## config.mk

```make
export PLATFORM = sky130hd
export DESIGN_NAME = sync_framed_log_demux_flat
export DESIGN_NICKNAME = d
export VERILOG_FILES = /design/src/rtl/core/sfld_pkg.sv /design/src/rtl/core/sfld_if.sv /design/src/rtl/core/sfld_queue.sv /design/src/rtl/core/sfld_front.sv /design/src/rtl/core/sfld_back.sv /design/src/rtl/core/sync_framed_log_demux.sv /design/src/flat_wrapper.sv
export SDC_FILE = /design/constraint.sdc
export NUM_CORES = 1
export LEC_CHECK = 0
export ABC_AREA = 1
export BUFFER_PORTS_ARGS = -buffer_cell sky130_fd_sc_hd__buf_2
export CORE_UTILIZATION = 45
export DETAILED_ROUTE_END_ITERATION = 10
export PLACE_DENSITY_LB_ADDON = 0.05
export SLEW_MARGIN = 5
export SYNTH_ARGS = -nofsm -noshare
export SYNTH_HDL_FRONTEND = slang
export SYNTH_SLANG_ARGS = --single-unit
```

## constraint.sdc

```tcl
create_clock -name clock -period 16.4 [get_ports clock]
set_clock_uncertainty 0.2 [all_clocks]
set_input_delay 0 -clock clock [delete_from_list [all_inputs] [get_ports clock]]
set_output_delay 0 -clock clock [all_outputs]
set_load 0.005 [all_outputs]
```

## src/rtl/core/sfld_pkg.sv

```systemverilog
// Shared constants, types and the CRC step function of the framed log demultiplexer.
`default_nettype none

package sfld_pkg;

   localparam int HEADER_BYTES        = 10;
   localparam int HDR_IDX_W           = $clog2(HEADER_BYTES);
   localparam int MAX_PAYLOAD_DEFAULT = 1023;
   localparam int QUEUE_DEPTH         = 2;
   localparam int CSR_DATA_W          = 10;
   localparam int CSR_INDEX_W         = 2;
   localparam int INDEX_W             = 10;

   localparam logic [15:0] SYNC_WORD   = 16'hA55A;
   localparam logic [7:0]  SYNC_FIRST  = SYNC_WORD[7:0];
   localparam logic [7:0]  SYNC_SECOND = SYNC_WORD[15:8];
   localparam logic [15:0] CRC_POLY    = 16'h1021;
   localparam logic [15:0] CRC_INIT    = 16'hFFFF;
   localparam logic [15:0] CRC_TOP     = 16'h8000;

   typedef enum logic [CSR_INDEX_W-1:0] {
      CSR_LOG_ENABLE       = 2'd0,
      CSR_EXPECTED_VERSION = 2'd1,
      CSR_EXPECTED_TYPE    = 2'd2,
      CSR_PAYLOAD_LENGTH   = 2'd3
   } sfld_csr_type;

   typedef enum logic [2:0] {
      KIND_PASS    = 3'd0,
      KIND_PAYLOAD = 3'd1,
      KIND_GOOD    = 3'd2,
      KIND_BADCRC  = 3'd3,
      KIND_DROP    = 3'd4
   } sfld_kind_type;

   // Work orders handed from the parser to the result generator.
   typedef enum logic [2:0] {
      OP_PASS    = 3'd0,  // one passthrough byte
      OP_PASS2   = 3'd1,  // the first sync byte given back, then the byte itself
      OP_REPLAY  = 3'd2,  // the whole rejected header given back
      OP_PAYLOAD = 3'd3,  // one payload byte
      OP_STATUS  = 3'd4   // closing status of a frame
   } sfld_op_type;

   typedef struct packed {
      logic                 log_enable;
      logic [7:0]           expected_version;
      logic [7:0]           expected_type;
      logic [INDEX_W-1:0]   payload_length;
   } sfld_cfg_type;

   typedef logic [HEADER_BYTES-1:0][7:0] sfld_hdr_type;

   typedef struct packed {
      sfld_op_type        op;
      sfld_kind_type      kind;
      logic [7:0]         data;
      logic [INDEX_W-1:0] idx;
      logic [31:0]        seq;
      sfld_hdr_type       hdr;
   } sfld_cmd_type;

   // CRC-16/CCITT-FALSE over one byte, MSB first.
   function automatic logic [15:0] crc_byte(input logic [15:0] crc, input logic [7:0] b);
      logic [15:0] c;
      c = crc ^ {b, 8'h00};
      for (int i = 0; i < 8; i++) begin
         if ((c & CRC_TOP) != 16'h0000) begin
            c = {c[14:0], 1'b0} ^ CRC_POLY;
         end else begin
            c = {c[14:0], 1'b0};
         end
      end
      return c;
   endfunction

endpackage

`default_nettype wire

```

## src/rtl/core/sfld_if.sv

```systemverilog
// Valid/ready channel interfaces for received bytes and for results.
`default_nettype none

interface sfld_req_if;
   logic       valid;
   logic       ready;
   logic [7:0] rx_byte;

   modport source (output valid, output rx_byte, input ready);
   modport sink   (input valid, input rx_byte, output ready);
endinterface

interface sfld_rsp_if;
   logic        valid;
   logic        ready;
   logic [2:0]  kind;
   logic [7:0]  data_byte;
   logic [9:0]  payload_index;
   logic [31:0] sequence_res;
   logic        last;

   modport source (output valid, output kind, output data_byte, output payload_index,
                   output sequence_res, output last, input ready);
   modport sink   (input valid, input kind, input data_byte, input payload_index,
                   input sequence_res, input last, output ready);
endinterface

`default_nettype wire

```

## src/rtl/core/sfld_queue.sv

```systemverilog
// Short command queue between the frame parser and the result generator.
`default_nettype none

module sfld_queue
   import sfld_pkg::*;
#(
   parameter int DEPTH = QUEUE_DEPTH
) (
   input  wire logic         clock,
   input  wire logic         reset,
   input  wire logic         push,
   input  wire sfld_cmd_type push_cmd,
   output logic              full,
   input  wire logic         pop,
   output sfld_cmd_type      head,
   output logic              empty
);

   localparam int PTR_W = (DEPTH > 1) ? $clog2(DEPTH) : 1;
   localparam int CNT_W = $clog2(DEPTH + 1);

   sfld_cmd_type     entry_ff [DEPTH];
   logic [PTR_W-1:0] wr_ptr_ff, wr_ptr_in;
   logic [PTR_W-1:0] rd_ptr_ff, rd_ptr_in;
   logic [CNT_W-1:0] count_ff, count_in;

   function automatic logic [PTR_W-1:0] next_ptr(input logic [PTR_W-1:0] p);
      if (p == PTR_W'(DEPTH - 1)) begin
         return '0;
      end
      return p + 1'b1;
   endfunction

   assign full  = (count_ff == CNT_W'(DEPTH));
   assign empty = (count_ff == '0);
   assign head  = entry_ff[rd_ptr_ff];

   always_comb begin
      wr_ptr_in = push ? next_ptr(wr_ptr_ff) : wr_ptr_ff;
      rd_ptr_in = pop  ? next_ptr(rd_ptr_ff) : rd_ptr_ff;
      count_in  = count_ff;
      if (push && !pop) begin
         count_in = count_ff + 1'b1;
      end else if (pop && !push) begin
         count_in = count_ff - 1'b1;
      end
   end

   always_ff @(posedge clock) begin
      if (reset) begin
         wr_ptr_ff <= '0;
         rd_ptr_ff <= '0;
         count_ff  <= '0;
      end else begin
         wr_ptr_ff <= wr_ptr_in;
         rd_ptr_ff <= rd_ptr_in;
         count_ff  <= count_in;
      end
   end

   always_ff @(posedge clock) begin
      if (push) begin
         entry_ff[wr_ptr_ff] <= push_cmd;
      end
   end

endmodule

`default_nettype wire

```

## src/rtl/core/sfld_front.sv

```systemverilog
// Frame parser: tracks sync, header, payload and CRC and issues result commands.
`default_nettype none

module sfld_front
   import sfld_pkg::*;
#(
   parameter int MAX_PAYLOAD = MAX_PAYLOAD_DEFAULT
) (
   input  wire logic         clock,
   input  wire logic         reset,
   input  wire sfld_cfg_type cfg,
   input  wire logic         accept,
   input  wire logic [7:0]   rx_byte,
   output logic              push,
   output sfld_cmd_type      push_cmd
);

   localparam int POS_W = $clog2(MAX_PAYLOAD + 2);
   localparam logic [15:0] LEN_LIMIT = 16'(MAX_PAYLOAD);

   typedef enum logic [1:0] {
      PH_IDLE,
      PH_SYNC1,
      PH_HEADER,
      PH_BODY
   } phase_type;

   phase_type              phase_ff, phase_in;
   logic [HDR_IDX_W-1:0]   cnt_ff, cnt_in;
   sfld_hdr_type           hdr_ff, hdr_in;
   logic [15:0]            crc_ff, crc_in;
   logic [7:0]             crc_low_ff, crc_low_in;
   logic [31:0]            seq_ff, seq_in;
   logic [POS_W-1:0]       len_ff, len_in;
   logic [POS_W-1:0]       pos_ff, pos_in;

   logic [15:0]            crc_next;
   logic [15:0]            crc_first;
   sfld_hdr_type           hdr_full;
   logic [15:0]            len_hdr;
   logic                   hdr_bad;
   logic [POS_W+15:0]      len_wide;
   logic [POS_W+INDEX_W-1:0] pos_wide;

   assign crc_next  = crc_byte(crc_ff, rx_byte);
   assign crc_first = crc_byte(CRC_INIT, rx_byte);
   assign len_hdr   = {hdr_ff[5], hdr_ff[4]};
   assign len_wide  = {{POS_W{1'b0}}, len_hdr};
   assign pos_wide  = {{INDEX_W{1'b0}}, pos_ff};
   assign hdr_bad   = (hdr_ff[2] != cfg.expected_version) ||
                      (hdr_ff[3] != cfg.expected_type) ||
                      (len_hdr != {6'b000000, cfg.payload_length}) ||
                      (len_hdr > LEN_LIMIT);

   always_comb begin
      hdr_full                 = hdr_ff;
      hdr_full[HEADER_BYTES-1] = rx_byte;
   end

   always_comb begin
      phase_in   = phase_ff;
      cnt_in     = cnt_ff;
      hdr_in     = hdr_ff;
      crc_in     = crc_ff;
      crc_low_in = crc_low_ff;
      seq_in     = seq_ff;
      len_in     = len_ff;
      pos_in     = pos_ff;

      push          = 1'b0;
      push_cmd.op   = OP_PASS;
      push_cmd.kind = KIND_PASS;
      push_cmd.data = rx_byte;
      push_cmd.idx  = pos_wide[INDEX_W-1:0];
      push_cmd.seq  = seq_ff;
      push_cmd.hdr  = hdr_full;

      if (accept) begin
         case (phase_ff)
            PH_IDLE: begin
               if (rx_byte == SYNC_FIRST) begin
                  hdr_in[0] = rx_byte;
                  cnt_in    = HDR_IDX_W'(1);
                  crc_in    = crc_first;
                  phase_in  = PH_SYNC1;
               end else begin
                  push = 1'b1;
               end
            end
            PH_SYNC1: begin
               if (rx_byte == SYNC_SECOND) begin
                  hdr_in[1] = rx_byte;
                  cnt_in    = HDR_IDX_W'(2);
                  crc_in    = crc_next;
                  phase_in  = PH_HEADER;
               end else if (rx_byte == SYNC_FIRST) begin
                  // The earlier sync byte goes out; this one opens a new frame.
                  push      = 1'b1;
                  hdr_in[0] = rx_byte;
                  cnt_in    = HDR_IDX_W'(1);
                  crc_in    = crc_first;
               end else begin
                  push        = 1'b1;
                  push_cmd.op = OP_PASS2;
                  cnt_in      = '0;
                  phase_in    = PH_IDLE;
               end
            end
            PH_HEADER: begin
               hdr_in[cnt_ff] = rx_byte;
               crc_in         = crc_next;
               cnt_in         = cnt_ff + 1'b1;
               if (cnt_ff == HDR_IDX_W'(HEADER_BYTES - 1)) begin
                  if (hdr_bad) begin
                     push        = 1'b1;
                     push_cmd.op = OP_REPLAY;
                     cnt_in      = '0;
                     phase_in    = PH_IDLE;
                  end else begin
                     seq_in   = {hdr_full[9], hdr_full[8], hdr_full[7], hdr_full[6]};
                     len_in   = len_wide[POS_W-1:0];
                     pos_in   = '0;
                     phase_in = PH_BODY;
                  end
               end
            end
            PH_BODY: begin
               if (pos_ff < len_ff) begin
                  crc_in      = crc_next;
                  pos_in      = pos_ff + 1'b1;
                  push        = cfg.log_enable;
                  push_cmd.op = OP_PAYLOAD;
               end else if (pos_ff == len_ff) begin
                  crc_low_in = rx_byte;
                  pos_in     = pos_ff + 1'b1;
               end else begin
                  push        = 1'b1;
                  push_cmd.op = OP_STATUS;
                  if (!cfg.log_enable) begin
                     push_cmd.kind = KIND_DROP;
                  end else if ({rx_byte, crc_low_ff} == crc_ff) begin
                     push_cmd.kind = KIND_GOOD;
                  end else begin
                     push_cmd.kind = KIND_BADCRC;
                  end
                  cnt_in   = '0;
                  phase_in = PH_IDLE;
               end
            end
            default: begin
               cnt_in   = '0;
               phase_in = PH_IDLE;
            end
         endcase
      end
   end

   always_ff @(posedge clock) begin
      if (reset) begin
         phase_ff   <= PH_IDLE;
         cnt_ff     <= '0;
         crc_ff     <= CRC_INIT;
         crc_low_ff <= '0;
         seq_ff     <= '0;
         len_ff     <= '0;
         pos_ff     <= '0;
      end else begin
         phase_ff   <= phase_in;
         cnt_ff     <= cnt_in;
         crc_ff     <= crc_in;
         crc_low_ff <= crc_low_in;
         seq_ff     <= seq_in;
         len_ff     <= len_in;
         pos_ff     <= pos_in;
      end
      hdr_ff <= hdr_in;
   end

endmodule

`default_nettype wire

```

## src/rtl/core/sfld_back.sv

```systemverilog
// Result generator: expands queued commands into results behind an output register.
`default_nettype none

module sfld_back
   import sfld_pkg::*;
(
   input  wire logic         clock,
   input  wire logic         reset,
   input  wire sfld_cmd_type head,
   input  wire logic         empty,
   output logic              pop,
   sfld_rsp_if.source        rsp
);

   sfld_cmd_type          cmd_ff, cmd_in;
   logic                  busy_ff, busy_in;
   logic [HDR_IDX_W-1:0]  step_ff, step_in;

   logic                  valid_ff, valid_in;
   sfld_kind_type         kind_ff, kind_in;
   logic [7:0]            data_ff, data_in;
   logic [INDEX_W-1:0]    idx_ff, idx_in;
   logic [31:0]           seq_ff, seq_in;
   logic                  last_ff, last_in;

   sfld_cmd_type          cur;
   logic [HDR_IDX_W-1:0]  step;
   logic                  have;
   logic                  slot_free;
   logic                  advance;
   sfld_kind_type         el_kind;
   logic [7:0]            el_data;
   logic [INDEX_W-1:0]    el_idx;
   logic [31:0]           el_seq;
   logic                  el_last;

   assign cur       = busy_ff ? cmd_ff : head;
   assign step      = busy_ff ? step_ff : '0;
   assign have      = busy_ff || !empty;
   assign slot_free = !valid_ff || rsp.ready;
   assign advance   = slot_free && have;
   assign pop       = advance && !busy_ff;

   // One result of the current command, selected by the step count.
   always_comb begin
      el_kind = KIND_PASS;
      el_data = cur.data;
      el_idx  = '0;
      el_seq  = '0;
      el_last = 1'b1;
      case (cur.op)
         OP_PASS: begin
            el_last = 1'b1;
         end
         OP_PASS2: begin
            if (step == '0) begin
               el_data = SYNC_FIRST;
               el_last = 1'b0;
            end
         end
         OP_REPLAY: begin
            el_data = cur.hdr[step];
            el_last = (step == HDR_IDX_W'(HEADER_BYTES - 1));
         end
         OP_PAYLOAD: begin
            el_kind = KIND_PAYLOAD;
            el_idx  = cur.idx;
            el_seq  = cur.seq;
         end
         OP_STATUS: begin
            el_kind = cur.kind;
            el_data = '0;
            el_seq  = cur.seq;
         end
         default: begin
            el_last = 1'b1;
         end
      endcase
   end

   always_comb begin
      cmd_in   = cmd_ff;
      busy_in  = busy_ff;
      step_in  = step_ff;
      valid_in = valid_ff;
      kind_in  = kind_ff;
      data_in  = data_ff;
      idx_in   = idx_ff;
      seq_in   = seq_ff;
      last_in  = last_ff;
      if (advance) begin
         valid_in = 1'b1;
         kind_in  = el_kind;
         data_in  = el_data;
         idx_in   = el_idx;
         seq_in   = el_seq;
         last_in  = el_last;
         if (el_last) begin
            busy_in = 1'b0;
         end else begin
            busy_in = 1'b1;
            cmd_in  = cur;
            step_in = step + 1'b1;
         end
      end else if (slot_free) begin
         valid_in = 1'b0;
      end
   end

   always_ff @(posedge clock) begin
      if (reset) begin
         busy_ff  <= 1'b0;
         step_ff  <= '0;
         valid_ff <= 1'b0;
      end else begin
         busy_ff  <= busy_in;
         step_ff  <= step_in;
         valid_ff <= valid_in;
      end
      cmd_ff  <= cmd_in;
      kind_ff <= kind_in;
      data_ff <= data_in;
      idx_ff  <= idx_in;
      seq_ff  <= seq_in;
      last_ff <= last_in;
   end

   assign rsp.valid         = valid_ff;
   assign rsp.kind          = kind_ff;
   assign rsp.data_byte     = data_ff;
   assign rsp.payload_index = idx_ff;
   assign rsp.sequence_res  = seq_ff;
   assign rsp.last          = last_ff;

   // A result that is not the last of its byte always leaves the rest in hand.
   a_pending_rest: assert property (@(posedge clock) disable iff (reset)
      (valid_ff && !last_ff) |-> busy_ff)
      else $error("non-final result shown without a command in progress");

   // Only multi-result commands are ever held over.
   a_held_op: assert property (@(posedge clock) disable iff (reset)
      busy_ff |-> (cmd_ff.op == OP_PASS2 || cmd_ff.op == OP_REPLAY))
      else $error("single-result command held over");

   // A header replay in progress points inside the header.
   a_replay_step: assert property (@(posedge clock) disable iff (reset)
      (busy_ff && cmd_ff.op == OP_REPLAY) |->
         (step_ff != '0 && step_ff <= HDR_IDX_W'(HEADER_BYTES - 1)))
      else $error("header replay step out of range");

   // A new command is taken only after the previous one has finished.
   a_pop_idle: assert property (@(posedge clock) disable iff (reset)
      pop |-> (!busy_ff && !empty))
      else $error("command taken while another is in progress or none waits");

endmodule

`default_nettype wire

```

## src/rtl/core/sync_framed_log_demux.sv

```systemverilog
// Top level of the framed log demultiplexer: configuration registers, parser, queue, results.
//
// The block takes received bytes on req_ch (valid/ready, field rx_byte) and gives results on
// rsp_ch (valid/ready, fields kind, data_byte, payload_index, sequence_res, last). Bytes outside
// a frame come back as passthrough items; while logging is on, payload bytes come out as they
// arrive, each with its index and the frame sequence; one status item closes every frame as
// good, bad CRC or dropped. The final item caused by one received byte carries last = 1. Header
// bytes and the CRC low byte cause no item until the frame is decided.
// The parser takes one byte per cycle while its command queue (two entries) has room. The result
// generator sends one item per cycle from its output register while rsp_ch.ready lets it. Most
// bytes give one item, so the sustained rate is one byte per cycle; a rejected header gives back
// ten items for its last byte. Items pass through the queue and then the output register.
// When the receiver holds rsp_ch.ready low, the output register holds its item, the queue fills
// and req_ch.ready then falls; no item is lost. Synchronous reset returns the parser to waiting
// for the first sync byte, empties the queue and the output register, and loads the registers
// with their defaults: logging on, version 1, type 1, payload length 324. The user must write
// the registers through csr_we, csr_index and csr_wdata while the block is idle; the block
// itself does not enforce this.
`default_nettype none

module sync_framed_log_demux
   import sfld_pkg::*;
#(
   parameter int MAX_PAYLOAD = MAX_PAYLOAD_DEFAULT
) (
   input  wire logic                   clock,
   input  wire logic                   reset,
   sfld_req_if.sink                    req_ch,
   sfld_rsp_if.source                  rsp_ch,
   input  wire logic                   csr_we,
   input  wire logic [CSR_INDEX_W-1:0] csr_index,
   input  wire logic [CSR_DATA_W-1:0]  csr_wdata
);

   // Configuration registers; each write takes the low bits that the register holds.
   sfld_cfg_type cfg_ff, cfg_in;

   always_comb begin
      cfg_in = cfg_ff;
      if (csr_we) begin
         case (sfld_csr_type'(csr_index))
            CSR_LOG_ENABLE:       cfg_in.log_enable       = csr_wdata[0];
            CSR_EXPECTED_VERSION: cfg_in.expected_version = csr_wdata[7:0];
            CSR_EXPECTED_TYPE:    cfg_in.expected_type    = csr_wdata[7:0];
            CSR_PAYLOAD_LENGTH:   cfg_in.payload_length   = csr_wdata[INDEX_W-1:0];
            default:              cfg_in                  = cfg_ff;
         endcase
      end
   end

   always_ff @(posedge clock) begin
      if (reset) begin
         cfg_ff.log_enable       <= 1'b1;
         cfg_ff.expected_version <= 8'd1;
         cfg_ff.expected_type    <= 8'd1;
         cfg_ff.payload_length   <= INDEX_W'(324);
      end else begin
         cfg_ff <= cfg_in;
      end
   end

   // The parser may take a byte whenever the queue can hold the command it might issue.
   logic         q_full;
   logic         q_empty;
   logic         q_push;
   logic         q_pop;
   sfld_cmd_type q_push_cmd;
   sfld_cmd_type q_head;
   logic         accept;

   assign req_ch.ready = !q_full;
   assign accept       = req_ch.valid && !q_full;

   sfld_front #(
      .MAX_PAYLOAD (MAX_PAYLOAD)
   ) u_front (
      .clock    (clock),
      .reset    (reset),
      .cfg      (cfg_ff),
      .accept   (accept),
      .rx_byte  (req_ch.rx_byte),
      .push     (q_push),
      .push_cmd (q_push_cmd)
   );

   sfld_queue #(
      .DEPTH (QUEUE_DEPTH)
   ) u_queue (
      .clock    (clock),
      .reset    (reset),
      .push     (q_push),
      .push_cmd (q_push_cmd),
      .full     (q_full),
      .pop      (q_pop),
      .head     (q_head),
      .empty    (q_empty)
   );

   sfld_back u_back (
      .clock (clock),
      .reset (reset),
      .head  (q_head),
      .empty (q_empty),
      .pop   (q_pop),
      .rsp   (rsp_ch)
   );

endmodule

`default_nettype wire

```

## src/flat_wrapper.sv

```systemverilog
// flat-port wrapper written by rule: the top's interface ports become plain ports
module sync_framed_log_demux_flat import sfld_pkg::*;
#(
   parameter int MAX_PAYLOAD = MAX_PAYLOAD_DEFAULT
)
  (clock, reset, csr_we, csr_index, csr_wdata, req_ch_valid, req_ch_rx_byte, req_ch_ready, rsp_ch_valid, rsp_ch_kind, rsp_ch_data_byte, rsp_ch_payload_index, rsp_ch_sequence_res, rsp_ch_last, rsp_ch_ready);
  sfld_req_if req_ch_i ();
  sfld_rsp_if rsp_ch_i ();
  input  wire logic clock;
  input  wire logic reset;
  input  wire logic csr_we;
  input  wire logic [CSR_INDEX_W-1:0] csr_index;
  input  wire logic [CSR_DATA_W-1:0] csr_wdata;
  input wire logic [$bits(req_ch_i.valid)-1:0] req_ch_valid;
  input wire logic [$bits(req_ch_i.rx_byte)-1:0] req_ch_rx_byte;
  output wire logic [$bits(req_ch_i.ready)-1:0] req_ch_ready;
  output wire logic [$bits(rsp_ch_i.valid)-1:0] rsp_ch_valid;
  output wire logic [$bits(rsp_ch_i.kind)-1:0] rsp_ch_kind;
  output wire logic [$bits(rsp_ch_i.data_byte)-1:0] rsp_ch_data_byte;
  output wire logic [$bits(rsp_ch_i.payload_index)-1:0] rsp_ch_payload_index;
  output wire logic [$bits(rsp_ch_i.sequence_res)-1:0] rsp_ch_sequence_res;
  output wire logic [$bits(rsp_ch_i.last)-1:0] rsp_ch_last;
  input wire logic [$bits(rsp_ch_i.ready)-1:0] rsp_ch_ready;
  assign req_ch_i.valid = req_ch_valid;
  assign req_ch_i.rx_byte = req_ch_rx_byte;
  assign req_ch_ready = req_ch_i.ready;
  assign rsp_ch_valid = rsp_ch_i.valid;
  assign rsp_ch_kind = rsp_ch_i.kind;
  assign rsp_ch_data_byte = rsp_ch_i.data_byte;
  assign rsp_ch_payload_index = rsp_ch_i.payload_index;
  assign rsp_ch_sequence_res = rsp_ch_i.sequence_res;
  assign rsp_ch_last = rsp_ch_i.last;
  assign rsp_ch_i.ready = rsp_ch_ready;
  sync_framed_log_demux #(.MAX_PAYLOAD(MAX_PAYLOAD)) u_core (.clock(clock), .reset(reset), .req_ch(req_ch_i), .rsp_ch(rsp_ch_i), .csr_we(csr_we), .csr_index(csr_index), .csr_wdata(csr_wdata));
endmodule
```

* Word-level counts from Yosys, hierarchy flattened
Memory sizes are Yosys's and may differ from the RTL's. A register that Yosys moved wholly into a read port is not among the register bits. Index checks and enable logic that the tools add are counted. W data, S select, Z words.
Cells by class: eq/ne operators 30, $lt $le $gt $ge 5, reductions and logical operators 41, bitwise gates (word level) 21, add/sub/neg operators 7, mux-type cells 93
Operators with widths (number):
- $mux W13 | 16
- $mux W136 | 1
- $bwmux W80 | 1
- $pmux W16 S4 | 1
- $mux W16 | 3
- $mux W8 | 6
- $not A3 Y3 | 16
- $pmux W8 S3 | 2
- $mux W11 | 4
- $bmux W8 S4 | 1
- $demux W8 S4 | 1
- $mux W4 | 7
- $mux W1 | 25
- $mux W2 | 11
- $pmux W11 S2 | 1
- $eq A16 B16 Y1 | 1
- $gt A16 B10 Y1 const B | 1
- $ne A16 B10 Y1 | 1
- $ne A2 B2 Y1 const B | 8
- $ne A8 B8 Y1 | 2
- $not A16 Y16 | 1
- $pmux W4 S4 | 1
- $pmux W8 S2 | 1
- $xor A16 B16 Y16 | 1
- 39 further kinds | 84
Storage, ports and cells: bits in writable memories 272, register bits after elaboration 391, memories kept 1
Memories:
- u_core.u_queue.entry_ff | words 2, width 136, read ports 1, clocked after Yosys merged registers in 1, wr ports 1, RTL line sfld_queue.sv:22 | sfld_cmd_type entry_ff [DEPTH];

* Depth between registers and ports, before layout
depth after elaboration 20, mapped depth 19, gate-level depth less buffers 19

* By module
A second synthesis with hierarchy kept.
Unflattened totals: cells, all modules 2354, area total of the unflattened synthesis 27855.5 µm²
Modules (own cells, without submodules):
- sfld_queue | cells each 456, seq. area each 8267.9 µm², area an instance 10188.5 µm², times used 1
- sfld_back | cells each 934, seq. area each 5825.6 µm², area an instance 9205.1 µm², times used 1
- sfld_front | cells each 797, seq. area each 3843.7 µm², area an instance 7287.0 µm², times used 1
- sync_framed_log_demux | cells each 167, seq. area each 540.5 µm², area an instance 1174.9 µm², times used 1

* Worst setup path before layout
No wires, ideal clock.
kind reg2reg, from register u_core.u_front.len_ff[10], to memory u_core.u_queue.entry_ff[0][0] (netlist bit), enable pin, data arrival time 7.733 ns, required time 15.542 ns, clock period less this slack 8.591 ns, cell stages (with the launch flop) 13, slack 7.809 ns, setup time 0.658 ns, buffers on the path 0, path through dfxtp_1 > inv_1 > ha_1 > nand4_1 > nor2_1 > nand2_1 > nand3_4 > nand3_4 > nand2_1 > inv_1 > nand3_1 > nand2_2 > a21oi_1
On the way: longest elaborated chain between the ends 7, elaborated cells between the ends (all ways) 8, those cells by class 1 x order compare; 1 x eq/ne; 6 x mux
RTL lines:
- start, declared | RTL line sfld_front.sv:34 | logic [POS_W-1:0] len_ff, len_in;
- start signal, assigned | RTL line sfld_front.sv:173 | len_ff <= len_in;
- branches (longest 2 deep; another with $lt A11 B11 Y1)
- $mux W1 (*) | RTL line sfld_front.sv:128 | if (pos_ff < len_ff) begin
- $pmux W1 S4 (*) | RTL line sfld_front.sv:79 | case (phase_ff)
- $mux W1 (*) | RTL line sfld_front.sv:78 | if (accept) begin
- $mux W1 (*) | RTL line sfld_queue.sv:62 | if (push) begin
- $mux W1 (implied by the code) (*) | RTL line sfld_queue.sv:63 | entry_ff[wr_ptr_ff] <= push_cmd;
- end, declared | RTL line sfld_queue.sv:22
Every way passes the cells marked *.

==> metrics.cfg <==
[worst_setup_path]
r2r_end=u_core.u_back.cmd_ff[52]$_DFFE_PP_
r2r-start=u_core.u_back.busy_ff$_SDFFE_PP0P_
cp_max_fo=75
cp-startpoint=u_core.u_back.busy_ff$_SDFFE_PP0P_
critPathCapture=u_core.u_back.cmd_ff[52]$_DFFE_PP_
end_kind=flop
crit_arrival_ns=4.72
crit_required_ns=16.41
crit_type=flop to flop
ff2ff_setup_slack_ns=11.69
rr_worst_depth=10
critPathLaunchType=flop

[detailed_routing]
drt-wirelength-per-cell_um=19.4
drc_errors=0
drt-total-wl_um=64900
ant_nets=0
wirelength_met1_um=29500
via_count=17187
drt-initial-drc-count=1140
met3_length_um=3100
dr.pass1.iters=6
avgViaCountPerCell=5.14
wl_met2_um=30400
route.top_layer_used=met5

[timing]
worstMarginPinSlew_ns=1.20
setup_viol=0
drv_slew=0
relSlewSlack_pct=19.1
max_freq_mhz=212
hold_slack_ns=0.0354
rsz0062_at_grt=false
period_share_pct=28.7
hold_viol=0
period_minus_slack_ns=4.71
final.setup.tns_ns=0

[outcome]
status=complete, no violations

[floorplanning]
ios=81
initial_core_util_pct=45.5
die_w_um=246
core_sq_um=58900
num_rows=89
die_y_um=246
dieArea_sq_um=60500

[clock_tree]
post_cts_resized=0
cts_buffers=70
path_clk_slew_ns=0.06
cts_tree=done
cts_buffer_depth=3
cts_root_buf=clkbuf_16
clock_sinks=640
clk-insertion-delay-late_ns=0.60
htreeDepth=3
post_cts_buffers=0

[global_route]
grt_pass1_wl_um=99800
overflow=0
grt_pass1_vias=16762
grt_max_degree=130
grtUsageTotal_pct=21.9
antenna_found_initial=2

[synthesis]
yosysWarnings=0
synth_common_cells=edfxtp_1 (518), nor2_1 (323), inv_1 (299)
avgSynthCellArea_sq_um=11.1
netlist.area_leader.share_pct=58.1
syn_nets=2450
yosysMostFrequentCell=edfxtp_1
yosysTopAreaCell=edfxtp_1
synth_top_flop_cell=edfxtp_1
async_reset_ff_share_pct=0
netlist_area_sq_um=26800
synth.distinct_cells=62
seq_area_frac_synth_pct=67.2
synth_top_cells_by_area=edfxtp_1 (58%), dfxtp_1 (9.1%), nor2_1 (4.5%)
ys_ff_latch=640
synth_cells=2405
synth-edff-count=518

[power]
powerDensity_nw_per_um2=164
p_total_mw=5.02
leakagePower_nw=12.0
peakVddDrop_mv=0.0971

[finish]
drive_gt1_share_pct=13.1
syn_to_final_growth_pct=14.2
nNetsFinal=2557
utilization_pct=51.9
fillers=5237

[placed_design]
port_buffers=80
detailed_place_hpwl_um=41000
gp_congestion=0.854

[min_path]
hold_path_class=input port to flop

[job]
drv_cap=0

## repair_timing
| action | 4_1_cts | 5_1_grt |
|---|---|---|
| hold buffers | 41 | 0 |
| setup endpoints to repair | 0 | 0 |
| endpoints found under the hold margin | 194 | 0 |
## where the power goes
group / total [mW] / switching (mW) / internal (mW)
combinational: 1.12 / 0.783 / 0.335
sequential: 2.29 / 0.103 / 2.19
clock: 1.61 / 0.639 / 0.972
total: 5.02 / 1.53 / 3.49
## cell type report
type,count,area (sq um),share of cell area (%)
inverter,327,1250,4.09
tap,773,967,3.16
multi-input combinational,1336,7060,23.1
timing repair buffer,137,943,3.08
clock buffer,90,1920,6.27
sequential,640,18000,58.8
clock inverter,38,438,1.43
antenna,6,15.0,0.0491
## worst min-delay path by stage
stage                            from                                    end  slack, ns  cells after the start
floorplan           req_ch_rx_byte[0]  u_core.u_front.push_cmd[16]$_DFFE_PP_      -0.10                      0
global placement         csr_wdata[8]          u_core.cfg_ff[8]$_SDFFE_PP1P_       0.03                      3
detailed placement       csr_wdata[8]          u_core.cfg_ff[8]$_SDFFE_PP1P_       0.03                      3
CTS                      csr_wdata[0]          u_core.cfg_ff[0]$_SDFFE_PP0P_      0.005                      4
global route             csr_wdata[0]          u_core.cfg_ff[0]$_SDFFE_PP0P_       0.05                      4
finish                   csr_wdata[0]          u_core.cfg_ff[0]$_SDFFE_PP0P_       0.04                      4
## flip-flops by register name, indices dropped and copies added, names as in the netlist, 2 cells and up, named ones only
register                         count
u_core.u_front.len_ff               11
u_core.u_back.rsp.kind               3
u_core.u_back.rsp.sequence_res      32
u_core.u_front.crc_low_ff            8
u_core.u_queue.entry_ff            256
u_core.u_queue.count_ff              2
u_core.u_back.cmd_ff               136
u_core.u_front.phase_ff              2
u_core.u_back.rsp.data_byte          8
u_core.u_back.step_ff                4
u_core.u_front.push_cmd             72
u_core.u_front.pos_ff               11
u_core.u_front.cnt_ff                4
u_core.u_front.seq_ff               32
u_core.u_back.rsp.payload_index     10
u_core.cfg_ff                       27
u_core.u_front.crc_ff               16
## layout by cell type (no fill, tap or decap), drive strengths merged, types with 6 or more instances in the layout
master | netlist | layout
edfxtp | 518 | 518
nor2 | 329 | 329
inv | 323 | 326
nand2 | 302 | 302
o21ai | 165 | 165
a21oi | 160 | 160
dfxtp | 122 | 122
buf | 62 | 96
o211ai | 94 | 94
clkbuf | 40 | 90
nand3 | 69 | 69
or2 | 56 | 56
dlygate4sd3 | 0 | 41
o21a | 35 | 35
clkinv | 4 | 26
xor2 | 24 | 24
ha | 20 | 20
nor3 | 20 | 20
nand4 | 18 | 18
xnor2 | 13 | 13
bufinv | 0 | 9
diode | 0 | 6
## cell families after synthesis
logic type | after synthesis | share of synthesized area (%)
and+or+nand+nor | 807 | 13.4
xor gates and xnor gates | 37 | 1.24
AOI/OAI and AO/OA | 472 | 10.6
DFF | 640 | 67.2
buffers and inverters | 429 | 6.64
adders and majority gates | 20 | 0.934
## critical path: stages (launching register included)
cell and delay (ns):
dfxtp_2 0.62, buf_4 0.59, inv_6 0.35, o21ai_2 0.34, inv_1 0.14, nand3_4 0.11, inv_1 0.07, nand2_2 0.09
nand4_4 0.16, inv_6 0.49, buf_4 0.93
## metrics by stage
stage	cells	area, sq um	setup slack, ns
2_1_floorplan	2405	26800	7.81
3_3_place_gp	3172	27800	11.73
3_5_place_dp	3172	27800	11.66
4_1_cts	3341	30600	11.67
5_1_grt	3341	30600	11.39
6_report	3347	30600	11.69
## per-layer routing
layer | GRT usage (%) | vias to the layer above
met1 | 30.0 | 8291
li1 | - | 8425
met4 | 8.29 | 2
met3 | 3.45 | 108
met5 | 0 | -
met2 | 34.9 | 361
Note: power is estimated with default switching activity, not from simulation.
